## config.mk

```make
export PLATFORM = sky130hd
export DESIGN_NAME = smooth_weighted_round_robin_picker_core
export DESIGN_NICKNAME = d
export VERILOG_FILES = /design/src/hdl/swrr_pkg.sv /design/src/hdl/smooth_weighted_round_robin_picker_core.sv /design/src/hdl/swrr_alu.sv /design/src/hdl/swrr_regs.sv /design/src/hdl/swrr_engine.sv
export SDC_FILE = /design/constraint.sdc
export NUM_CORES = 1
export LEC_CHECK = 0
export ABC_AREA = 1
export BUFFER_PORTS_ARGS = -buffer_cell sky130_fd_sc_hd__clkbuf_2
export CAP_MARGIN = 20
export CELL_PAD_IN_SITES_DETAIL_PLACEMENT = 0
export CELL_PAD_IN_SITES_GLOBAL_PLACEMENT = 1
export CORE_MARGIN = 1.5
export CORE_UTILIZATION = 35
export CTS_CLUSTER_DIAMETER = 30
export DETAILED_ROUTE_END_ITERATION = 10
export GPL_TIMING_DRIVEN = 1
export PLACE_DENSITY = 0.74
export SETUP_SLACK_MARGIN = 0.15
export SYNTH_ARGS = -nofsm -noshare
export SYNTH_HDL_FRONTEND = slang
export SYNTH_SLANG_ARGS = --single-unit
```

## constraint.sdc

```tcl
create_clock -name clk_i -period 12.8 [get_ports clk_i]
set_input_delay 2.56 -clock clk_i [delete_from_list [all_inputs] [get_ports clk_i]]
set_output_delay 2.56 -clock clk_i [all_outputs]
set_load 0.03 [all_outputs]
```

## src/hdl/swrr_pkg.sv

```systemverilog
`timescale 1ns / 1ps
`default_nettype none

package swrr_pkg;

  // Defaults for the top-level parameters
  localparam int unsigned MAX_BACKENDS_DEF = 8;
  localparam int unsigned WEIGHT_BITS_DEF  = 8;

  // Fixed field widths
  localparam int unsigned IDX_W          = 3;
  localparam int unsigned MODE_W         = 2;
  localparam int unsigned COUNT_W        = 4;
  localparam int unsigned WEIGHT_TABLE_W = 64;
  localparam int unsigned DOWN_W         = 8;
  localparam int unsigned CREDIT_W       = 13;

  // APB register port
  localparam int unsigned APB_ADDR_W = 5;
  localparam int unsigned APB_DATA_W = 64;

  // Health counter limits
  localparam logic [1:0] OK_SATURATE  = 2'd3;
  localparam logic [1:0] OK_THRESHOLD = 2'd2;

  // Register reset values
  localparam logic [COUNT_W-1:0]        BACKEND_COUNT_RST = 4'd1;
  localparam logic [WEIGHT_TABLE_W-1:0] WEIGHT_TABLE_RST  = 64'h0101_0101_0101_0101;
  localparam logic [DOWN_W-1:0]         DOWN_MASK_RST     = 8'h00;

  typedef enum logic [1:0] {
    REG_BACKEND_COUNT = 2'd0,
    REG_WEIGHT_TABLE  = 2'd1,
    REG_DOWN_MASK     = 2'd2
  } reg_idx_e;

  typedef enum logic [MODE_W-1:0] {
    MODE_PICK    = 2'd0,
    MODE_OK      = 2'd1,
    MODE_FAIL    = 2'd2,
    MODE_INVALID = 2'd3
  } mode_e;

  typedef enum logic {
    ALU_ADD = 1'b0,
    ALU_SUB = 1'b1
  } alu_op_e;

  typedef enum logic [2:0] {
    ST_IDLE,
    ST_SCAN,
    ST_SUB,
    ST_HEALTH,
    ST_DONE
  } state_e;

  // Configuration handed from the register file to the engine
  typedef struct packed {
    logic [COUNT_W-1:0]        backend_count;
    logic [WEIGHT_TABLE_W-1:0] weight_table;
    logic [DOWN_W-1:0]         down_mask;
  } cfg_t;

endpackage

`default_nettype wire

```

## src/hdl/smooth_weighted_round_robin_picker_core.sv

```systemverilog
// Channel   | Signals                                        | Handshake
// ----------+------------------------------------------------+-------------------------
// command   | mode_i, backend_index_i                        | start && !busy
// result    | found_o, chosen_backend_o, offline_now_o       | done_o, one cycle
// config    | psel, penable, pwrite, paddr, pwdata, prdata   | APB, pready tied high
//
// Pick: states SCAN, SUB and DONE follow the accept; SUB is skipped when no backend
// is eligible (no write-back). The scan covers the backend count clamped to
// MAX_BACKENDS and feeds one backend per cycle through the shared saturating adder,
// which then writes back the winner's credit.
// Health event: HEALTH then DONE states; undefined mode: DONE state only.
// busy stays high from accept through the done_o cycle.
// Reset: credits zero, all online, health counts zero, registers at defaults.
// The receiver cannot stall; done_o marks each result word for one cycle only.
`timescale 1ns / 1ps
`default_nettype none

module smooth_weighted_round_robin_picker_core #(
  parameter int unsigned MAX_BACKENDS = swrr_pkg::MAX_BACKENDS_DEF,
  parameter int unsigned WEIGHT_BITS  = swrr_pkg::WEIGHT_BITS_DEF
) (
  input  var logic                            clk_i,
  input  var logic                            rst_ni,
  // command
  input  var logic                            start,
  output logic                                busy,
  input  var logic [swrr_pkg::MODE_W-1:0]     mode_i,
  input  var logic [swrr_pkg::IDX_W-1:0]      backend_index_i,
  // result
  output logic                                done_o,
  output logic                                found_o,
  output logic [swrr_pkg::IDX_W-1:0]          chosen_backend_o,
  output logic                                offline_now_o,
  // configuration
  input  var logic                            psel,
  input  var logic                            penable,
  input  var logic                            pwrite,
  input  var logic [swrr_pkg::APB_ADDR_W-1:0] paddr,
  input  var logic [swrr_pkg::APB_DATA_W-1:0] pwdata,
  output logic [swrr_pkg::APB_DATA_W-1:0]     prdata,
  output logic                                pready
);

  swrr_pkg::cfg_t cfg;
  logic           accept;

  assign accept = start && !busy;

  // register file
  swrr_regs u_regs (
    .clk_i   (clk_i),
    .rst_ni  (rst_ni),
    .psel    (psel),
    .penable (penable),
    .pwrite  (pwrite),
    .paddr   (paddr),
    .pwdata  (pwdata),
    .prdata  (prdata),
    .pready  (pready),
    .cfg_o   (cfg)
  );

  // sequencer and backend state
  swrr_engine #(
    .MAX_BACKENDS (MAX_BACKENDS),
    .WEIGHT_BITS  (WEIGHT_BITS)
  ) u_engine (
    .clk_i            (clk_i),
    .rst_ni           (rst_ni),
    .start_i          (accept),
    .mode_i           (mode_i),
    .backend_index_i  (backend_index_i),
    .cfg_i            (cfg),
    .busy_o           (busy),
    .done_o           (done_o),
    .found_o          (found_o),
    .chosen_backend_o (chosen_backend_o),
    .offline_now_o    (offline_now_o)
  );

endmodule

`default_nettype wire

```

## src/hdl/swrr_alu.sv

```systemverilog
`timescale 1ns / 1ps
`default_nettype none

// Shared saturating credit adder: y = sat(a +/- b) over the credit range.
module swrr_alu #(
  parameter int unsigned TOTAL_W = 12
) (
  input  var swrr_pkg::alu_op_e                    op_i,
  input  var logic signed [swrr_pkg::CREDIT_W-1:0] a_i,
  input  var logic [TOTAL_W-1:0]                   b_i,
  output logic signed [swrr_pkg::CREDIT_W-1:0]     y_o
);

  localparam int unsigned CW    = swrr_pkg::CREDIT_W;
  localparam int unsigned SUM_W = ((CW > TOTAL_W) ? CW : TOTAL_W + 1) + 1;

  logic signed [SUM_W-1:0] a_ext;
  logic signed [SUM_W-1:0] b_ext;
  logic signed [SUM_W-1:0] sum;
  logic                    in_range;

  assign a_ext = {{(SUM_W-CW){a_i[CW-1]}}, a_i};
  assign b_ext = {{(SUM_W-TOTAL_W){1'b0}}, b_i};
  assign sum   = (op_i == swrr_pkg::ALU_SUB) ? (a_ext - b_ext) : (a_ext + b_ext);

  // in range when all bits above the credit sign agree with it
  assign in_range = (sum[SUM_W-1:CW-1] == {(SUM_W-CW+1){1'b0}}) ||
                    (sum[SUM_W-1:CW-1] == {(SUM_W-CW+1){1'b1}});

  always_comb begin
    if (in_range) begin
      y_o = sum[CW-1:0];
    end else if (sum[SUM_W-1]) begin
      y_o = {1'b1, {(CW-1){1'b0}}};
    end else begin
      y_o = {1'b0, {(CW-1){1'b1}}};
    end
  end

endmodule

`default_nettype wire

```

## src/hdl/swrr_regs.sv

```systemverilog
`timescale 1ns / 1ps
`default_nettype none

// APB register file: backend count, weight table, down mask.
module swrr_regs (
  input  var logic                              clk_i,
  input  var logic                              rst_ni,
  input  var logic                              psel,
  input  var logic                              penable,
  input  var logic                              pwrite,
  input  var logic [swrr_pkg::APB_ADDR_W-1:0]   paddr,
  input  var logic [swrr_pkg::APB_DATA_W-1:0]   pwdata,
  output logic [swrr_pkg::APB_DATA_W-1:0]       prdata,
  output logic                                  pready,
  output swrr_pkg::cfg_t                        cfg_o
);

  swrr_pkg::cfg_t     cfg_q;
  swrr_pkg::cfg_t     cfg_d;
  swrr_pkg::reg_idx_e reg_idx;
  logic               wr_en;

  // registers sit on 8-byte boundaries
  assign reg_idx = swrr_pkg::reg_idx_e'(paddr[4:3]);
  assign pready  = 1'b1;
  assign wr_en   = psel && penable && pwrite && pready;

  // write decode
  always_comb begin
    cfg_d = cfg_q;
    if (wr_en) begin
      case (reg_idx)
        swrr_pkg::REG_BACKEND_COUNT: begin
          cfg_d.backend_count = pwdata[swrr_pkg::COUNT_W-1:0];
        end
        swrr_pkg::REG_WEIGHT_TABLE: begin
          cfg_d.weight_table = pwdata[swrr_pkg::WEIGHT_TABLE_W-1:0];
        end
        swrr_pkg::REG_DOWN_MASK: begin
          cfg_d.down_mask = pwdata[swrr_pkg::DOWN_W-1:0];
        end
        default: begin
          cfg_d = cfg_q;
        end
      endcase
    end
  end

  // read mux
  always_comb begin
    case (reg_idx)
      swrr_pkg::REG_BACKEND_COUNT: begin
        prdata = {{(swrr_pkg::APB_DATA_W-swrr_pkg::COUNT_W){1'b0}}, cfg_q.backend_count};
      end
      swrr_pkg::REG_WEIGHT_TABLE: begin
        prdata = cfg_q.weight_table;
      end
      swrr_pkg::REG_DOWN_MASK: begin
        prdata = {{(swrr_pkg::APB_DATA_W-swrr_pkg::DOWN_W){1'b0}}, cfg_q.down_mask};
      end
      default: begin
        prdata = '0;
      end
    endcase
  end

  always_ff @(posedge clk_i or negedge rst_ni) begin
    if (!rst_ni) begin
      cfg_q.backend_count <= swrr_pkg::BACKEND_COUNT_RST;
      cfg_q.weight_table  <= swrr_pkg::WEIGHT_TABLE_RST;
      cfg_q.down_mask     <= swrr_pkg::DOWN_MASK_RST;
    end else begin
      cfg_q <= cfg_d;
    end
  end

  assign cfg_o = cfg_q;

endmodule

`default_nettype wire

```

## src/hdl/swrr_engine.sv

```systemverilog
`timescale 1ns / 1ps
`default_nettype none

// Sequencer and per-backend state. A pick walks one backend per cycle
// through the shared saturating adder, then reuses it for the write-back.
module swrr_engine #(
  parameter int unsigned MAX_BACKENDS = swrr_pkg::MAX_BACKENDS_DEF,
  parameter int unsigned WEIGHT_BITS  = swrr_pkg::WEIGHT_BITS_DEF
) (
  input  var logic                          clk_i,
  input  var logic                          rst_ni,
  input  var logic                          start_i,
  input  var logic [swrr_pkg::MODE_W-1:0]   mode_i,
  input  var logic [swrr_pkg::IDX_W-1:0]    backend_index_i,
  input  var swrr_pkg::cfg_t                cfg_i,
  output logic                              busy_o,
  output logic                              done_o,
  output logic                              found_o,
  output logic [swrr_pkg::IDX_W-1:0]        chosen_backend_o,
  output logic                              offline_now_o
);

  localparam int unsigned CW      = swrr_pkg::CREDIT_W;
  localparam int unsigned IW      = (MAX_BACKENDS > 1) ? $clog2(MAX_BACKENDS) : 1;
  localparam int unsigned CNT_W   = $clog2(MAX_BACKENDS + 1);
  localparam int unsigned TOTAL_W = WEIGHT_BITS + CNT_W;

  // control
  swrr_pkg::state_e state_q, state_d;
  logic             have_best_q, have_best_d;
  logic             found_q, found_d;
  logic [swrr_pkg::IDX_W-1:0] chosen_q, chosen_d;
  logic             offline_q, offline_d;

  // working registers
  logic [CNT_W-1:0]        i_q, i_d;
  logic [CNT_W-1:0]        n_q, n_d;
  logic [IW-1:0]           best_q, best_d;
  logic signed [CW-1:0]    best_credit_q, best_credit_d;
  logic [TOTAL_W-1:0]      total_q, total_d;
  swrr_pkg::mode_e         mode_q, mode_d;
  logic [swrr_pkg::IDX_W-1:0] hidx_q, hidx_d;

  // per-backend state
  logic [CW-1:0] credit_q [MAX_BACKENDS];
  logic [CW-1:0] credit_d [MAX_BACKENDS];
  logic          offline_flag_q [MAX_BACKENDS];
  logic          offline_flag_d [MAX_BACKENDS];
  logic [1:0]    ok_cnt_q [MAX_BACKENDS];
  logic [1:0]    ok_cnt_d [MAX_BACKENDS];

  // helpers
  logic [CNT_W-1:0]       cnt_clamp;
  logic [IW-1:0]          scan_idx;
  logic [IW-1:0]          rd_idx;
  logic [WEIGHT_BITS-1:0] w;
  logic [TOTAL_W-1:0]     w_ext;
  logic                   eligible;
  logic                   scan_more;
  swrr_pkg::alu_op_e      alu_op;
  logic signed [CW-1:0]   alu_a;
  logic [TOTAL_W-1:0]     alu_b;
  logic signed [CW-1:0]   alu_y;
  logic                   h_in_range;
  logic [IW-1:0]          hsel;
  logic [1:0]             ok_next;

  // effective backend count, clamped to the table size
  assign cnt_clamp = (cfg_i.backend_count > swrr_pkg::COUNT_W'(MAX_BACKENDS)) ?
                     CNT_W'(MAX_BACKENDS) : cfg_i.backend_count[CNT_W-1:0];

  assign scan_idx  = i_q[IW-1:0];
  assign scan_more = (i_q < n_q);
  assign w         = cfg_i.weight_table[{scan_idx, 3'b000} +: WEIGHT_BITS];
  assign w_ext     = {{(TOTAL_W-WEIGHT_BITS){1'b0}}, w};
  assign eligible  = !cfg_i.down_mask[scan_idx] && (w != '0) && !offline_flag_q[scan_idx];

  // shared adder: credit + weight while scanning, credit - total at write-back
  assign rd_idx = (state_q == swrr_pkg::ST_SUB) ? best_q : scan_idx;
  assign alu_op = (state_q == swrr_pkg::ST_SUB) ? swrr_pkg::ALU_SUB : swrr_pkg::ALU_ADD;
  assign alu_a  = credit_q[rd_idx];
  assign alu_b  = (state_q == swrr_pkg::ST_SUB) ? total_q : w_ext;

  swrr_alu #(
    .TOTAL_W (TOTAL_W)
  ) u_alu (
    .op_i (alu_op),
    .a_i  (alu_a),
    .b_i  (alu_b),
    .y_o  (alu_y)
  );

  // health event addressing
  assign h_in_range = ({1'b0, hidx_q} < swrr_pkg::COUNT_W'(MAX_BACKENDS));
  assign hsel       = hidx_q[IW-1:0];
  assign ok_next    = (ok_cnt_q[hsel] == swrr_pkg::OK_SATURATE) ?
                      swrr_pkg::OK_SATURATE : (ok_cnt_q[hsel] + 2'd1);

  // next state
  always_comb begin
    state_d = state_q;
    case (state_q)
      swrr_pkg::ST_IDLE: begin
        if (start_i) begin
          case (swrr_pkg::mode_e'(mode_i))
            swrr_pkg::MODE_PICK: state_d = swrr_pkg::ST_SCAN;
            swrr_pkg::MODE_OK,
            swrr_pkg::MODE_FAIL: state_d = swrr_pkg::ST_HEALTH;
            default:             state_d = swrr_pkg::ST_DONE;
          endcase
        end
      end
      swrr_pkg::ST_SCAN: begin
        if (!scan_more) begin
          state_d = have_best_q ? swrr_pkg::ST_SUB : swrr_pkg::ST_DONE;
        end
      end
      swrr_pkg::ST_SUB:    state_d = swrr_pkg::ST_DONE;
      swrr_pkg::ST_HEALTH: state_d = swrr_pkg::ST_DONE;
      swrr_pkg::ST_DONE:   state_d = swrr_pkg::ST_IDLE;
      default:             state_d = swrr_pkg::ST_IDLE;
    endcase
  end

  // datapath updates
  always_comb begin
    have_best_d    = have_best_q;
    found_d        = found_q;
    chosen_d       = chosen_q;
    offline_d      = offline_q;
    i_d            = i_q;
    n_d            = n_q;
    best_d         = best_q;
    best_credit_d  = best_credit_q;
    total_d        = total_q;
    mode_d         = mode_q;
    hidx_d         = hidx_q;
    credit_d       = credit_q;
    offline_flag_d = offline_flag_q;
    ok_cnt_d       = ok_cnt_q;

    case (state_q)
      swrr_pkg::ST_IDLE: begin
        if (start_i) begin
          mode_d      = swrr_pkg::mode_e'(mode_i);
          hidx_d      = backend_index_i;
          i_d         = '0;
          n_d         = cnt_clamp;
          have_best_d = 1'b0;
          total_d     = '0;
          found_d     = 1'b0;
          chosen_d    = '0;
          offline_d   = 1'b0;
        end
      end
      swrr_pkg::ST_SCAN: begin
        if (scan_more) begin
          i_d = i_q + CNT_W'(1);
          if (eligible) begin
            credit_d[scan_idx] = alu_y;
            total_d            = total_q + w_ext;
            // strict compare keeps the lowest index on ties
            if (!have_best_q || (alu_y > best_credit_q)) begin
              have_best_d   = 1'b1;
              best_d        = scan_idx;
              best_credit_d = alu_y;
            end
          end
        end
      end
      swrr_pkg::ST_SUB: begin
        credit_d[best_q] = alu_y;
        found_d          = 1'b1;
        chosen_d         = swrr_pkg::IDX_W'(best_q);
        offline_d        = 1'b0;
      end
      swrr_pkg::ST_HEALTH: begin
        found_d  = 1'b1;
        chosen_d = hidx_q;
        if (h_in_range) begin
          if (mode_q == swrr_pkg::MODE_FAIL) begin
            ok_cnt_d[hsel]       = 2'd0;
            offline_flag_d[hsel] = 1'b1;
            offline_d            = 1'b1;
          end else begin
            ok_cnt_d[hsel] = ok_next;
            if (ok_next > swrr_pkg::OK_THRESHOLD) begin
              offline_flag_d[hsel] = 1'b0;
              offline_d            = 1'b0;
            end else begin
              offline_d = offline_flag_q[hsel];
            end
          end
        end
      end
      default: begin
        found_d = found_q;
      end
    endcase
  end

  // control and per-backend state
  always_ff @(posedge clk_i or negedge rst_ni) begin
    if (!rst_ni) begin
      state_q     <= swrr_pkg::ST_IDLE;
      have_best_q <= 1'b0;
      found_q     <= 1'b0;
      chosen_q    <= '0;
      offline_q   <= 1'b0;
      for (int k = 0; k < MAX_BACKENDS; k++) begin
        credit_q[k]       <= '0;
        offline_flag_q[k] <= 1'b0;
        ok_cnt_q[k]       <= 2'd0;
      end
    end else begin
      state_q        <= state_d;
      have_best_q    <= have_best_d;
      found_q        <= found_d;
      chosen_q       <= chosen_d;
      offline_q      <= offline_d;
      credit_q       <= credit_d;
      offline_flag_q <= offline_flag_d;
      ok_cnt_q       <= ok_cnt_d;
    end
  end

  // working registers, loaded at accept
  always_ff @(posedge clk_i) begin
    i_q           <= i_d;
    n_q           <= n_d;
    best_q        <= best_d;
    best_credit_q <= best_credit_d;
    total_q       <= total_d;
    mode_q        <= mode_d;
    hidx_q        <= hidx_d;
  end

  assign busy_o           = (state_q != swrr_pkg::ST_IDLE);
  assign done_o           = (state_q == swrr_pkg::ST_DONE);
  assign found_o          = found_q;
  assign chosen_backend_o = chosen_q;
  assign offline_now_o    = offline_q;

endmodule

`default_nettype wire

```

# == After elaboration in Yosys (flattened, before gate mapping) ==
# Index checks and enable logic that the tools add are counted.
# W data, S select, Z words.
# op_classes
n_shift,1
mux,62
magnitude_cmp,12
n_reduce_logical,40
add_sub_neg,5
bitwise,9
eq_ne,16
# ops
op,count
$bwmux W104,2
$mux W104,2
$pmux W104 S2,1
$pmux W64 S3,1
$demux W13 S3,2
$mux W13,6
$shiftx A64 B7 Y8,1
$mux W12,4
$bmux W13 S3,1
$pmux W12 S2,1
$pmux W3 S3,2
$and A16 B16 Y16,1
$bwmux W16,1
$ge A4 B4 Y1 const B,4
$mux W16,1
$mux W8,2
$not A16 Y16,1
$not A3 Y4,4
$reduce_and A2 Y1,8
$mux W3,5
$add A13 B13 Y14,1
$mux W14,1
$sub A13 B13 Y14,1
$gt A13 B13 Y1,1
other kinds (41),91
# word_totals
regBits,254
out_inout_bits,72

# == Logic depth before layout (Yosys ltp) ==
# Gate-level depths: netlist (run 1).
# depth
depth_word,17
depth_mapped,41
mapped_depth_nobuf,38

# == Cells and area by module ==
# Synthesis (run 1) repeated with hierarchy kept, for this count alone.
# unflattened
cells_unflattened,2052
hier_area_um2,14815.5
# modules_own_cells
mod,area_each_um2,seq_area_each_um2,n_inst,cells_each
swrr_engine,10083.4,4659.5,1,1346
swrr_regs,3560.9,1913.1,1,482
swrr_alu,1161.1,0.0,1,222
smooth_weighted_round_robin_picker_core,10.0,0.0,1,2

# == Worst setup path after synthesis (run 1) ==
# Ideal clock, no wire load.
# synth_timing
kind,register to register
startpoint,register u_engine.i_q[0]
endpoint,register u_engine.best_credit_q[0] (enable)
t_arrival_ns,5.933
n_path_buf,7
path_stages_with_launch,35
setup_time_ns,0.394
setup_slack_ns,6.473
synth_period_minus_slack_ns,6.327
cell_sequence,edfxtp_1 -> buf_6 -> buf_4 -> nand2_2 -> nand2_2 -> buf_6 -> inv_1 -> clkbuf_1 -> clkbuf_1 -> o21ai_0 -> o221ai_1 -> o21ai_0 -> ha_1 -> fa_1 -> o21ai_0 -> nand4_1 -> o2111ai_1 -> xor2_1 -> inv_1 -> nand2_4 -> buf_8 -> buf_6 -> o21ai_1 -> ha_1 -> nand2_1 -> nor2_1 -> o21ai_0 -> nand2_1 -> a21oi_1 -> nor2_1 -> nor2_1 -> o21a_1 -> o21ai_0 -> o311ai_0 -> a21oi_1
# synth_between
elab_chain_cells,13
# synth_lines
element,line,source
"start, declared",swrr_engine.sv:36,"logic [CNT_W-1:0] i_q, i_d;"
"start signal, assigned",swrr_engine.sv:229,i_q <= i_d;
branches (longest 6 deep; another with $add A13 B13 Y14),--,
$mux W14 (*),swrr_alu.sv:24,assign sum = (op_i == swrr_pkg::ALU_SUB) ? (a_ext - b_ext) : (a_ext + b_ext);
$eq A2 B2 Y1 / $logic_not A2 Y1 (equally long branches),"swrr_alu.sv:28, swrr_alu.sv:27",
$logic_or A1 B1 Y1,swrr_alu.sv:27,assign in_range = (sum[SUM_W-1:CW-1] == {(SUM_W-CW+1){1'b0}}) ||
$mux W13 (*),swrr_alu.sv:31,if (in_range) begin
net u_engine.alu_y[2],swrr_engine.sv:63,logic signed [CW-1:0] alu_y;
$gt A13 B13 Y1 (*),swrr_engine.sv:163,if (!have_best_q || (alu_y > best_credit_q)) begin
$logic_or A1 B1 Y1 (*),swrr_engine.sv:163,
$reduce_and A4 Y1 (no line) (*),--,
"end signal, assigned",swrr_engine.sv:232,best_credit_q <= best_credit_d;
"end, declared",swrr_engine.sv:39,"logic signed [CW-1:0] best_credit_q, best_credit_d;"
# Mark *: on every way through the listed nets, which the timed path passes. The select of a mux whose other input is x is not followed.
# A chain may end at the register's enable or synchronous reset.

# == Worst setup path in the final report (run 1) ==
# layout_timing
startpoint,register u_engine.state_q[1]
endpoint,register u_engine.best_credit_q[12] (enable)
# layout_between
elab_chain_cells,14
# layout_lines
element,line,source
"start, declared",swrr_engine.sv:29,"swrr_pkg::state_e state_q, state_d;"
"start signal, assigned",swrr_engine.sv:205,state_q <= swrr_pkg::ST_IDLE;
"start signal, assigned",swrr_engine.sv:216,state_q <= state_d;
$eq A3 B2 Y1 (*),"swrr_engine.sv:79, swrr_engine.sv:80, swrr_engine.sv:82",
$mux W3,swrr_engine.sv:79,assign rd_idx = (state_q == swrr_pkg::ST_SUB) ? best_q : scan_idx;
$not A3 Y4 (not written as such),swrr_engine.sv:81,assign alu_a = credit_q[rd_idx];
$bmux W13 S3,swrr_engine.sv:81,
$mux W13 (not written as such) (2 in a row),swrr_engine.sv:81,
$add A13 B13 Y14 / $sub A13 B13 Y14 (equally long branches),swrr_alu.sv:24,
$mux W14 (*),swrr_alu.sv:24,
$eq A2 B2 Y1 / $logic_not A2 Y1 (equally long branches),"swrr_alu.sv:28, swrr_alu.sv:27",
$logic_or A1 B1 Y1,swrr_alu.sv:27,
$mux W13 (*),swrr_alu.sv:31,
net u_engine.alu_y[2],swrr_engine.sv:63,
$gt A13 B13 Y1 (*),swrr_engine.sv:163,
$logic_or A1 B1 Y1 (*),swrr_engine.sv:163,
$reduce_and A4 Y1 (no line) (*),--,
# Mark *: on every way through the listed nets, which the timed path passes. The rest lies on a longest branch. The select of a mux whose other input is x is not followed.

==> results.md, run 1 <==
* Dpl cells at 2457
* Vias in the first global route at ~12000
* DRT iter0 DRCs at 939
* Fin nets at ~2100
* Clk buf depth at 3
* Row count at 73
* Hold Crit Start: u_engine.credit_q[57]
* Hold path depth at 2
* Critical Path RT at approximately 13000 ps
* CTS sink cnt at roughly 250
* GRT Util Overall at 0.206
* Most used flip-flop cell after synthesis: dfrtp_1
* Resized cells post-CTS at 0
* Final Util at 0.447
* DRC viols at 0
* Non-Filler Instances at around 2600
* Initial antenna violation count at 0
* Mapped Area at between 10000 and 15000 µm²
* First-pass DRT Iterations at 6
* CP Max Fanout at 91
* GPL Wtd Cong at 0.855
* Post-CTS Setup Bufs at 0
* Worst-Skew Late Latency at roughly 580 ps
* Area Growth Syn to Fin at 25.3%
* IO Port Bufs at roughly 150
* DR vias at 13000
* Slew Viols, Final at 0
* Yosys warnings at 0
* Routed WL per cell at between 15 and 20 µm
* Top cell by count, worst path: o21ai_0
* Crit path from: u_engine.state_q[1]
* Status: finished clean
* Initial Util at 0.357
* CP Class: reg2reg
* Post-synthesis sequential area ratio at 0.462
* CTS clk-pin slew, worst paths at 50 ps
* Fin crit period at between 7000 and 8000 ps
* Die area at 41900 µm²
* Final Hold Viols at 0
* Synth cell types at 55
* Max Clock Freq at 128 MHz
* Max-cap viol count at 0
* Clock tree from TritonCTS: done
* Slew margin rel. at 0.320
* # fillers at just under 4000
* Largest net degree at the start of global routing at 95
* Ports at 152
* Crit path largest cell delay at roughly 760 ps
* Critical Path Sink Type: flip-flop
* Setup-failing EPs final at 0
* Number of synthesized flops with an enable pin at 41
* Syn Inst Count at 1850
* Share of post-route cells with drive strength above 1 at 0.180
* Syn_area_per_cell at 7.69 µm²
* Post-Route WL at approximately 42000 µm
* DP Wirelength at 28100 µm
* Die Y at 205 µm
* Skew final at 22.8 ps
* #FFs+latches synth at about 250
* Worst min path class: reg2reg
* Worst-case reg-to-reg path depth at 34
* Worst slew pin tran at 1020 ps
* Grt total ovfl at 0
* Setup_tns at 0 ps
* FFs w/ async S/R, synth at 0.839
* Die extent in x at 205 µm
* Cts hold-fix bufs at 0
* Flop2flop setup slack at 5000 ps
* Tcrit/Tclk final at 0.609
* CTS Root Buffer Type: clkbuf_16
* First-pass GRT wire length at ~68000 µm
* CP Launch Type: flip-flop
* # diodes at 0
* Critical path arrival at 8040 ps
* Via-to-Cell Ratio at 5.02
* RSZ-0062 raised after global routing: no
* Reg-to-Reg Start: u_engine.state_q[1]
* H-tree Lvls at 3
* Slowest CP cell: buf_4
* Syn Nets at 1972
* TritonCTS Buffers at 71
* Core ar. at 39900 µm²
* Hold EP: u_engine.credit_q[57]
* R2r endpoint: u_engine.best_credit_q[12]
* Antenna viol nets, final at 0
## per-layer routing
metal | vias up | GRT usage | wire length [µm]
li1 | 6343 | - | -
met4 | 0 | 0.0712 | 1100
met1 | 6208 | 0.293 | 19700
met5 | - | 0 | 0
met3 | 81 | 0.0375 | 2280
met2 | 366 | 0.312 | 18900
## critical path: cells and delay by family, from the launching register on
kind / cells / cell delay (ps)
AND/OR/NAND/NOR: 11 / 1280
adder cells (fa/ha/maj): 3 / 810
buffers and inverters: 7 / 2470
AO/OA/AOI/OAI: 12 / 2260
XOR/XNOR: 1 / 150
flip-flops: 1 / 410
## state kept, by name, summed over array words and instances, names as in the netlist, 3 cells and up, named ones only
| name | cells |
|---|---|
| u_engine.n_q | 4 |
| u_engine.credit_q | 104 |
| u_engine.chosen_backend_o | 3 |
| u_engine.best_q | 3 |
| u_engine.i_q | 4 |
| u_engine.best_credit_q | 13 |
| u_engine.hidx_q | 3 |
| u_engine.state_q | 3 |
| u_engine.ok_cnt_q | 16 |
| u_engine.total_q | 12 |
| u_regs.cfg_o | 76 |
## how the worst max path moves through the flow
stage,to,slack (ps)
finish,u_engine.best_credit_q[12],5000
global route,u_engine.best_credit_q[12],4330
CTS,u_engine.best_credit_q[12],4930
detailed placement,u_engine.best_credit_q[0],4990
global placement,u_engine.best_credit_q[1],5040
floorplan,u_engine.best_credit_q[0],6470
## synth_stat cells, types with 3 or more instances
master | number | area share
buf_2 | 32 | 0.011
a221oi_1 | 3 | 0.0018
nand4_1 | 9 | 0.0040
nand2_4 | 13 | 0.010
o22ai_1 | 19 | 0.0084
o2111ai_1 | 3 | 0.0018
inv_1 | 179 | 0.047
nand3_2 | 5 | 0.0035
buf_6 | 9 | 0.0071
a21oi_2 | 8 | 0.0049
dfstp_2 | 9 | 0.017
o21ai_1 | 7 | 0.0025
o21ai_0 | 210 | 0.074
a21o_1 | 4 | 0.0021
clkbuf_1 | 41 | 0.011
dfrtp_1 | 204 | 0.36
nor4_1 | 4 | 0.0018
nand2_1 | 526 | 0.14
nor2_2 | 16 | 0.0070
a21oi_1 | 42 | 0.015
ha_1 | 40 | 0.035
o211ai_1 | 10 | 0.0053
o21bai_1 | 3 | 0.0016
mux2_2 | 4 | 0.0032
xnor2_1 | 6 | 0.0037
a31oi_1 | 15 | 0.0066
inv_2 | 16 | 0.0042
nand3_1 | 122 | 0.043
xor2_1 | 9 | 0.0055
nand2_2 | 7 | 0.0031
nor3_1 | 15 | 0.0053
nor2_1 | 188 | 0.050
o21ai_2 | 3 | 0.0018
edfxtp_1 | 41 | 0.086
## stage by stage
stage | setup WS (ps) | cell area [µm²] | hold slack, ps
floorplan | 6470 | 14200 | 444
global placement | 5040 | 15400 | 457
detailed placement | 4990 | 15400 | 460
CTS | 4930 | 17800 | 471
global route | 4330 | 17800 | 488
finish | 5000 | 17800 | 470
## logic make-up after synthesis
family,count (synthesis),share of synthesized area
compound gates,337,0.132
xor+xnor,15,0.00923
fa+ha+maj,42,0.0380
buf+inv,283,0.0837
flops,254,0.462
mux,4,0.00316
other cells,1,0.000263
simple gates,914,0.272
## layout make-up
class / instances / area [µm²] / share of cell area
Sequential cell: 254 / 6570 / 0.369
Multi-Input combinational cell: 1313 / 6490 / 0.364
Clock buffer: 106 / 2120 / 0.119
Timing Repair Buffer: 170 / 937 / 0.0526
Inverter: 196 / 738 / 0.0414
Tap cell: 525 / 657 / 0.0368
Clock inverter: 23 / 308 / 0.0173
## cell usage in the layout (no fill, tap or decap), types with 15 or more instances in the layout
master / netlist / routed
o21ai_0: 210 / 210
a31oi_1: 15 / 15
inv_2: 16 / 16
edfxtp_1: 41 / 41
clkbuf_2: 0 / 146
nor2_2: 16 / 16
clkbuf_16: 0 / 75
nand2_1: 526 / 525
o22ai_1: 19 / 19
nand3_1: 122 / 122
nor2_1: 188 / 187
buf_4: 2 / 22
ha_1: 40 / 40
inv_1: 179 / 179
clkbuf_1: 41 / 18
dfrtp_1: 204 / 204
a21oi_1: 42 / 42
Power of run 1 is not shown: default switching activity piles up to over one toggle a cycle in this logic, so the estimate is an artifact.
==> run 2: changes to the inputs <==
--- a/config.mk
+++ b/config.mk
@@ -15,7 +15,7 @@
 export CTS_CLUSTER_DIAMETER = 30
 export DETAILED_ROUTE_END_ITERATION = 10
 export GPL_TIMING_DRIVEN = 1
-export PLACE_DENSITY = 0.74
+export PLACE_DENSITY = 0.77
 export SETUP_SLACK_MARGIN = 0.15
 export SYNTH_ARGS = -nofsm -noshare
 export SYNTH_HDL_FRONTEND = slang
==> constraint.sdc (replaced) <==
create_clock -name clk_i -period 6.3 [get_ports clk_i]
set_input_delay 1.26 -clock clk_i [delete_from_list [all_inputs] [get_ports clk_i]]
set_output_delay 1.26 -clock clk_i [all_outputs]
set_load 0.03 [all_outputs]
==> results.md, run 2 (same netlist as run 1, synthesis figures left out) <==
* M1 WL at 20100 µm
* Fin crit period at 5780 ps
* Row count at 73
* RSZ-0062 raised after global routing: no
* Crit path largest cell delay at around 470 ps
* Register area at 6570 µm²
* Slew margin rel. at 0.351
* DRC viols at 0
* GPL Wtd Cong at 0.887
* Critical path arrival at 6070 ps
* H-tree Lvls at 3
* Hold Slack at 470 ps
* Clk buf depth at 3
* CTS clk-pin slew, worst paths at 40 ps
* Worst slew pin tran at 963 ps
* Post-Route WL at between 40000 and 50000 µm
* GRT Util Overall at 0.210
* # fillers at between 3000 and 4000
* CTS Root Buffer Type: clkbuf_16
* Clock tree from TritonCTS: done
* Initial Util at 0.357
* Max Clock Freq at 173 MHz
* First-pass GRT wire length at about 70000 µm
* Final Hold Viols at 0
* Routed WL per cell at 16.7 µm
* DP Wirelength at 29300 µm
* Tcrit/Tclk final at 0.918
* Commonest non-fill, non-tap cell in the layout: nand2_1
* CTS sink cnt at 254
* Critical Path RT at 6590 ps
* Reg with most FFs: u_engine.credit_q
* CP bufs+invs at 9
* Fin nets at 2163
* Via-to-Cell Ratio at between 5 and 6
* Worst min path class: reg2reg
* Area occupied by multi-input gates at 6560 µm²
* CP Launch Type: flip-flop
* Antenna viol nets, final at 0
* TritonCTS Buffers at 72
* Share of post-route cells with drive strength above 1 at 0.197
* Status: finished clean
* Largest net degree at the start of global routing at 120
* Top cell by count, worst path: inv_1
* Setup_tns at 0 ps
* Critical Path Sink Type: flip-flop
* First-pass DRT Iterations at 5
* Die area at 41900 µm²
* Area Growth Syn to Fin at 27.9%
* Ports at 152
* Initial antenna violation count at 0
* Wire length on met2 at 19800 µm
* Family with the most delay on the worst path: compound AO/OA/AOI/OAI gates
* CP Class: reg2reg
* Max-cap viol count at 0
* Core ar. at 39900 µm²
* DRT iter0 DRCs at 1149
* # diodes at 0
* Grt total ovfl at 0
* Slowest CP cell: fa_1
* Slew Viols, Final at 0
* Cts hold-fix bufs at 0
* Die Y at between 200 and 250 µm
* DR WL met3 at 2710 µm
* Skew final at about 21 ps
* Setup-failing EPs final at 0
* DR vias at roughly 13000
* Die extent in x at 205 µm
* Most frequent cells in the layout: nand2_1, dfrtp_1, o21ai_0, nor2_1, inv_1
* Max FFs per register at between 100 and 150
* CP Max Fanout at 15
* Worst-Skew Late Latency at between 500 and 600 ps
* Highest metal used: met4
* Vias in the first global route at between 10000 and 15000
* IO Port Bufs at 147
[run 2: changes by cell type in the layout (fill, tap and decap cells not counted), sizes merged]
cell      delta
clkinv       +5
buf         +32
clkinvlp     +5
clkbuf       -5
inv          -1
[run 2: area by class of cell]
class                      instances  area share
clock buffer                      99       0.111
clock inverter                    32      0.0190
inverter                         196      0.0411
multi-input combinational       1313       0.360
sequential                       254       0.361
tap                              525      0.0361
timing repair buffer             204      0.0713
[run 2: repair_timing]
item / in CTS / in global routing
gates cloned: 0 / 4
resized for setup: 1 / 32
buffers inserted: 0 / 11
setup endpoints to repair: 16 / 16
pin swaps: 0 / 7
hold endpoints to repair: 0 / 0
[run 2: worst paths after layout]
path	cells past startpoint	to	from	slack [ps]
min in group asynchronous	1	u_engine.ok_cnt_q[1]	rst_ni	710
min	2	u_engine.found_o	u_engine.found_o	470
max in group asynchronous	2	u_engine.credit_q[44]	rst_ni	4410
max reg2reg	31	u_engine.best_credit_q[12]	u_engine.state_q[1]	520
min reg2reg	2	u_engine.found_o	u_engine.found_o	470
max	31	u_engine.best_credit_q[12]	u_engine.state_q[1]	520
[run 2: through the flow]
stage / cells / worst slack (ps) / util / cell area (µm²)
detailed placement: 2476 / 124 / 0.390 / 15600
floorplan: 1850 / 248 / - / 14200
CTS: 2607 / 238 / 0.449 / 17900
finish: 2623 / 517 / 0.456 / 18200
global route: 2623 / 120 / 0.456 / 18200
global placement: 2476 / 202 / 0.390 / 15600
[run 2: layer usage]
| layer | up-vias | GRT usage |
|---|---|---|
| met3 | 86 | 0.0433 |
| li1 | 6406 | - |
| met2 | 409 | 0.315 |
| met1 | 6217 | 0.293 |
| met4 | 0 | 0.0869 |
| met5 | - | 0 |
[run 2: worst register-to-register path: cells and delay by family, from the launching register on]
family	cells	cell delay, ps
compound gates	10	1690
xor+xnor	1	220
fa+ha+maj	2	810
buf+inv	9	1290
flops	1	410
simple gates	9	1050
Power of run 2 is left out for the same reason.
==> run 3: changes to the inputs <==
--- a/config.mk
+++ b/config.mk
@@ -13,6 +13,7 @@
 export CORE_MARGIN = 1.5
 export CORE_UTILIZATION = 35
 export CTS_CLUSTER_DIAMETER = 30
+export CTS_CLUSTER_SIZE = 24
 export DETAILED_ROUTE_END_ITERATION = 10
 export GPL_TIMING_DRIVEN = 1
 export PLACE_DENSITY = 0.77
==> constraint.sdc (replaced) <==
create_clock -name clk_i -period 6.3 [get_ports clk_i]
set_input_delay 1.89 -clock clk_i [delete_from_list [all_inputs] [get_ports clk_i]]
set_output_delay 1.89 -clock clk_i [all_outputs]
set_load 0.03 [all_outputs]
==> results.md, run 3 (same netlist as run 1, synthesis figures left out) <==
* Commonest non-fill, non-tap cell in the layout: nand2_1
* Worst min path class: reg2reg
* Die extent in x at between 200 and 250 µm
* Fin crit period at 5890 ps
* Max Clock Freq at 170 MHz
* Routed WL per cell at 16.5 µm
* Post-Route WL at 43200 µm
* First-pass GRT wire length at ~68000 µm
* CP Class: reg2reg
* TritonCTS Buffers at approximately 70
* DRC viols at 0
* Ports at 152
* CP Max Fanout at 18
* Initial Util at 0.357
* # diodes at 0
* Crit path largest cell delay at 520 ps
* Grt total ovfl at 0
* Core ar. at about 40000 µm²
* Die area at about 42000 µm²
* GRT Util Overall at 0.208
* Critical Path RT at 6560 ps
* Vias in the first global route at between 10000 and 15000
* IO Port Bufs at between 100 and 150
* Critical path arrival at 6150 ps
* DP Wirelength at 29500 µm
* Setup_tns at 0 ps
* Slowest CP cell: edfxtp_1
* Row count at 73
* Fin nets at 2163
* Die Y at 205 µm
* Share of post-route cells with drive strength above 1 at 0.206
* Worst slew pin tran at 979 ps
* First-pass DRT Iterations at 5
* Antenna viol nets, final at 0
* Via-to-Cell Ratio at 5.01
* Critical Path Sink Type: flip-flop
* Slew margin rel. at 0.341
* Initial antenna violation count at 1
* Slew Viols, Final at 0
* Final Hold Viols at 0
* Setup-failing EPs final at 0
* Worst-Skew Late Latency at 570 ps
* GPL Wtd Cong at 0.858
* Post-Place Setup Slack at between 100 and 150 ps
* Hold path depth at 2
* Worst-case reg-to-reg path depth at 34
* Clk buf depth at 3
* Flop2flop setup slack at 410 ps
* CP Launch Type: flip-flop
* Largest net degree at the start of global routing at 111
* # fillers at around 3900
* RSZ-0062 raised after global routing: no
* H-tree Lvls at 3
* Max-cap viol count at 0
* Clock tree from TritonCTS: done
* Reg with most FFs: u_engine.credit_q
* CTS clk-pin slew, worst paths at 40 ps
* Status: finished clean
* Worst setup margin at 411 ps
* Tcrit/Tclk final at 0.935
* Most frequent cells in the layout: nand2_1, dfrtp_1, o21ai_0, nor2_1, inv_1
* CTS sink cnt at 254
* Top cell by count, worst path: a21oi_2
* Max FFs per register at approximately 100
* DR vias at 13100
* Cts hold-fix bufs at 0
* DRT iter0 DRCs at 964
* Area Growth Syn to Fin at 28.0%
* Skew final at 20.3 ps
* CTS Root Buffer Type: clkbuf_16
-- run 3: changes by cell type in the layout (fill, tap and decap cells not counted), sizes merged --
cell    previous run  this run
bufinv             5         7
clkbuf           248       239
inv              199       200
buf               55        60
-- run 3: cell type report --
cell class,instances,area [µm²],share of cell area
Tap cell,525,657,0.0361
Clock inverter,35,393,0.0216
Sequential cell,254,6570,0.361
Timing Repair Buffer,207,1290,0.0709
Multi-Input combinational cell,1313,6610,0.363
Clock buffer,92,1950,0.107
Inverter,196,743,0.0408
-- run 3: layer usage --
| layer | up-vias | share of wire | wire (µm) | global-route usage |
|---|---|---|---|---|
| met2 | 383 | 0.45 | 19600 | 0.320 |
| met5 | - | 0.00030 | 13 | 0 |
| met1 | 6260 | 0.46 | 19900 | 0.292 |
| li1 | 6431 | - | - | - |
| met3 | 65 | 0.063 | 2710 | 0.0395 |
| met4 | 2 | 0.022 | 936 | 0.0717 |
-- run 3: worst paths after layout --
check,to,start
setup / recovery,u_engine.best_credit_q[1],u_engine.i_q[0]
hold / removal,u_engine.credit_q[45],u_engine.credit_q[45]
setup reg to reg,u_engine.best_credit_q[1],u_engine.i_q[0]
hold reg to reg,u_engine.credit_q[45],u_engine.credit_q[45]
max in group asynchronous,u_engine.credit_q[49],rst_ni
min in group asynchronous,u_engine.ok_cnt_q[10],rst_ni
-- run 3: critical path: cells and delay by family (launching register included) --
kind | cells | cell delay, ps
compound gates | 11 | 1830
xor+xnor | 1 | 200
fa+ha+maj | 3 | 720
buf+inv | 8 | 1070
flops | 1 | 520
simple gates | 11 | 1260
-- run 3: what timing repair did --
action                     4_1_cts  5_1_grt
gates resized for setup          1       41
setup buffers                    0        9
cloned                           0        2
setup endpoints to repair       16       16
pin swaps                        0       20
-- run 3: stage by stage --
step                      std cells  cell area [µm²]  hold slack [ps]  utilization
after floorplan                1850            14200              444            -
final                          2622            18200              469        0.456
after global placement         2483            15600              457        0.391
after global routing           2622            18200              482        0.456
after detailed placement       2483            15600              460        0.391
after CTS                      2610            18000              472        0.450
Power of run 3 is left out for the same reason.
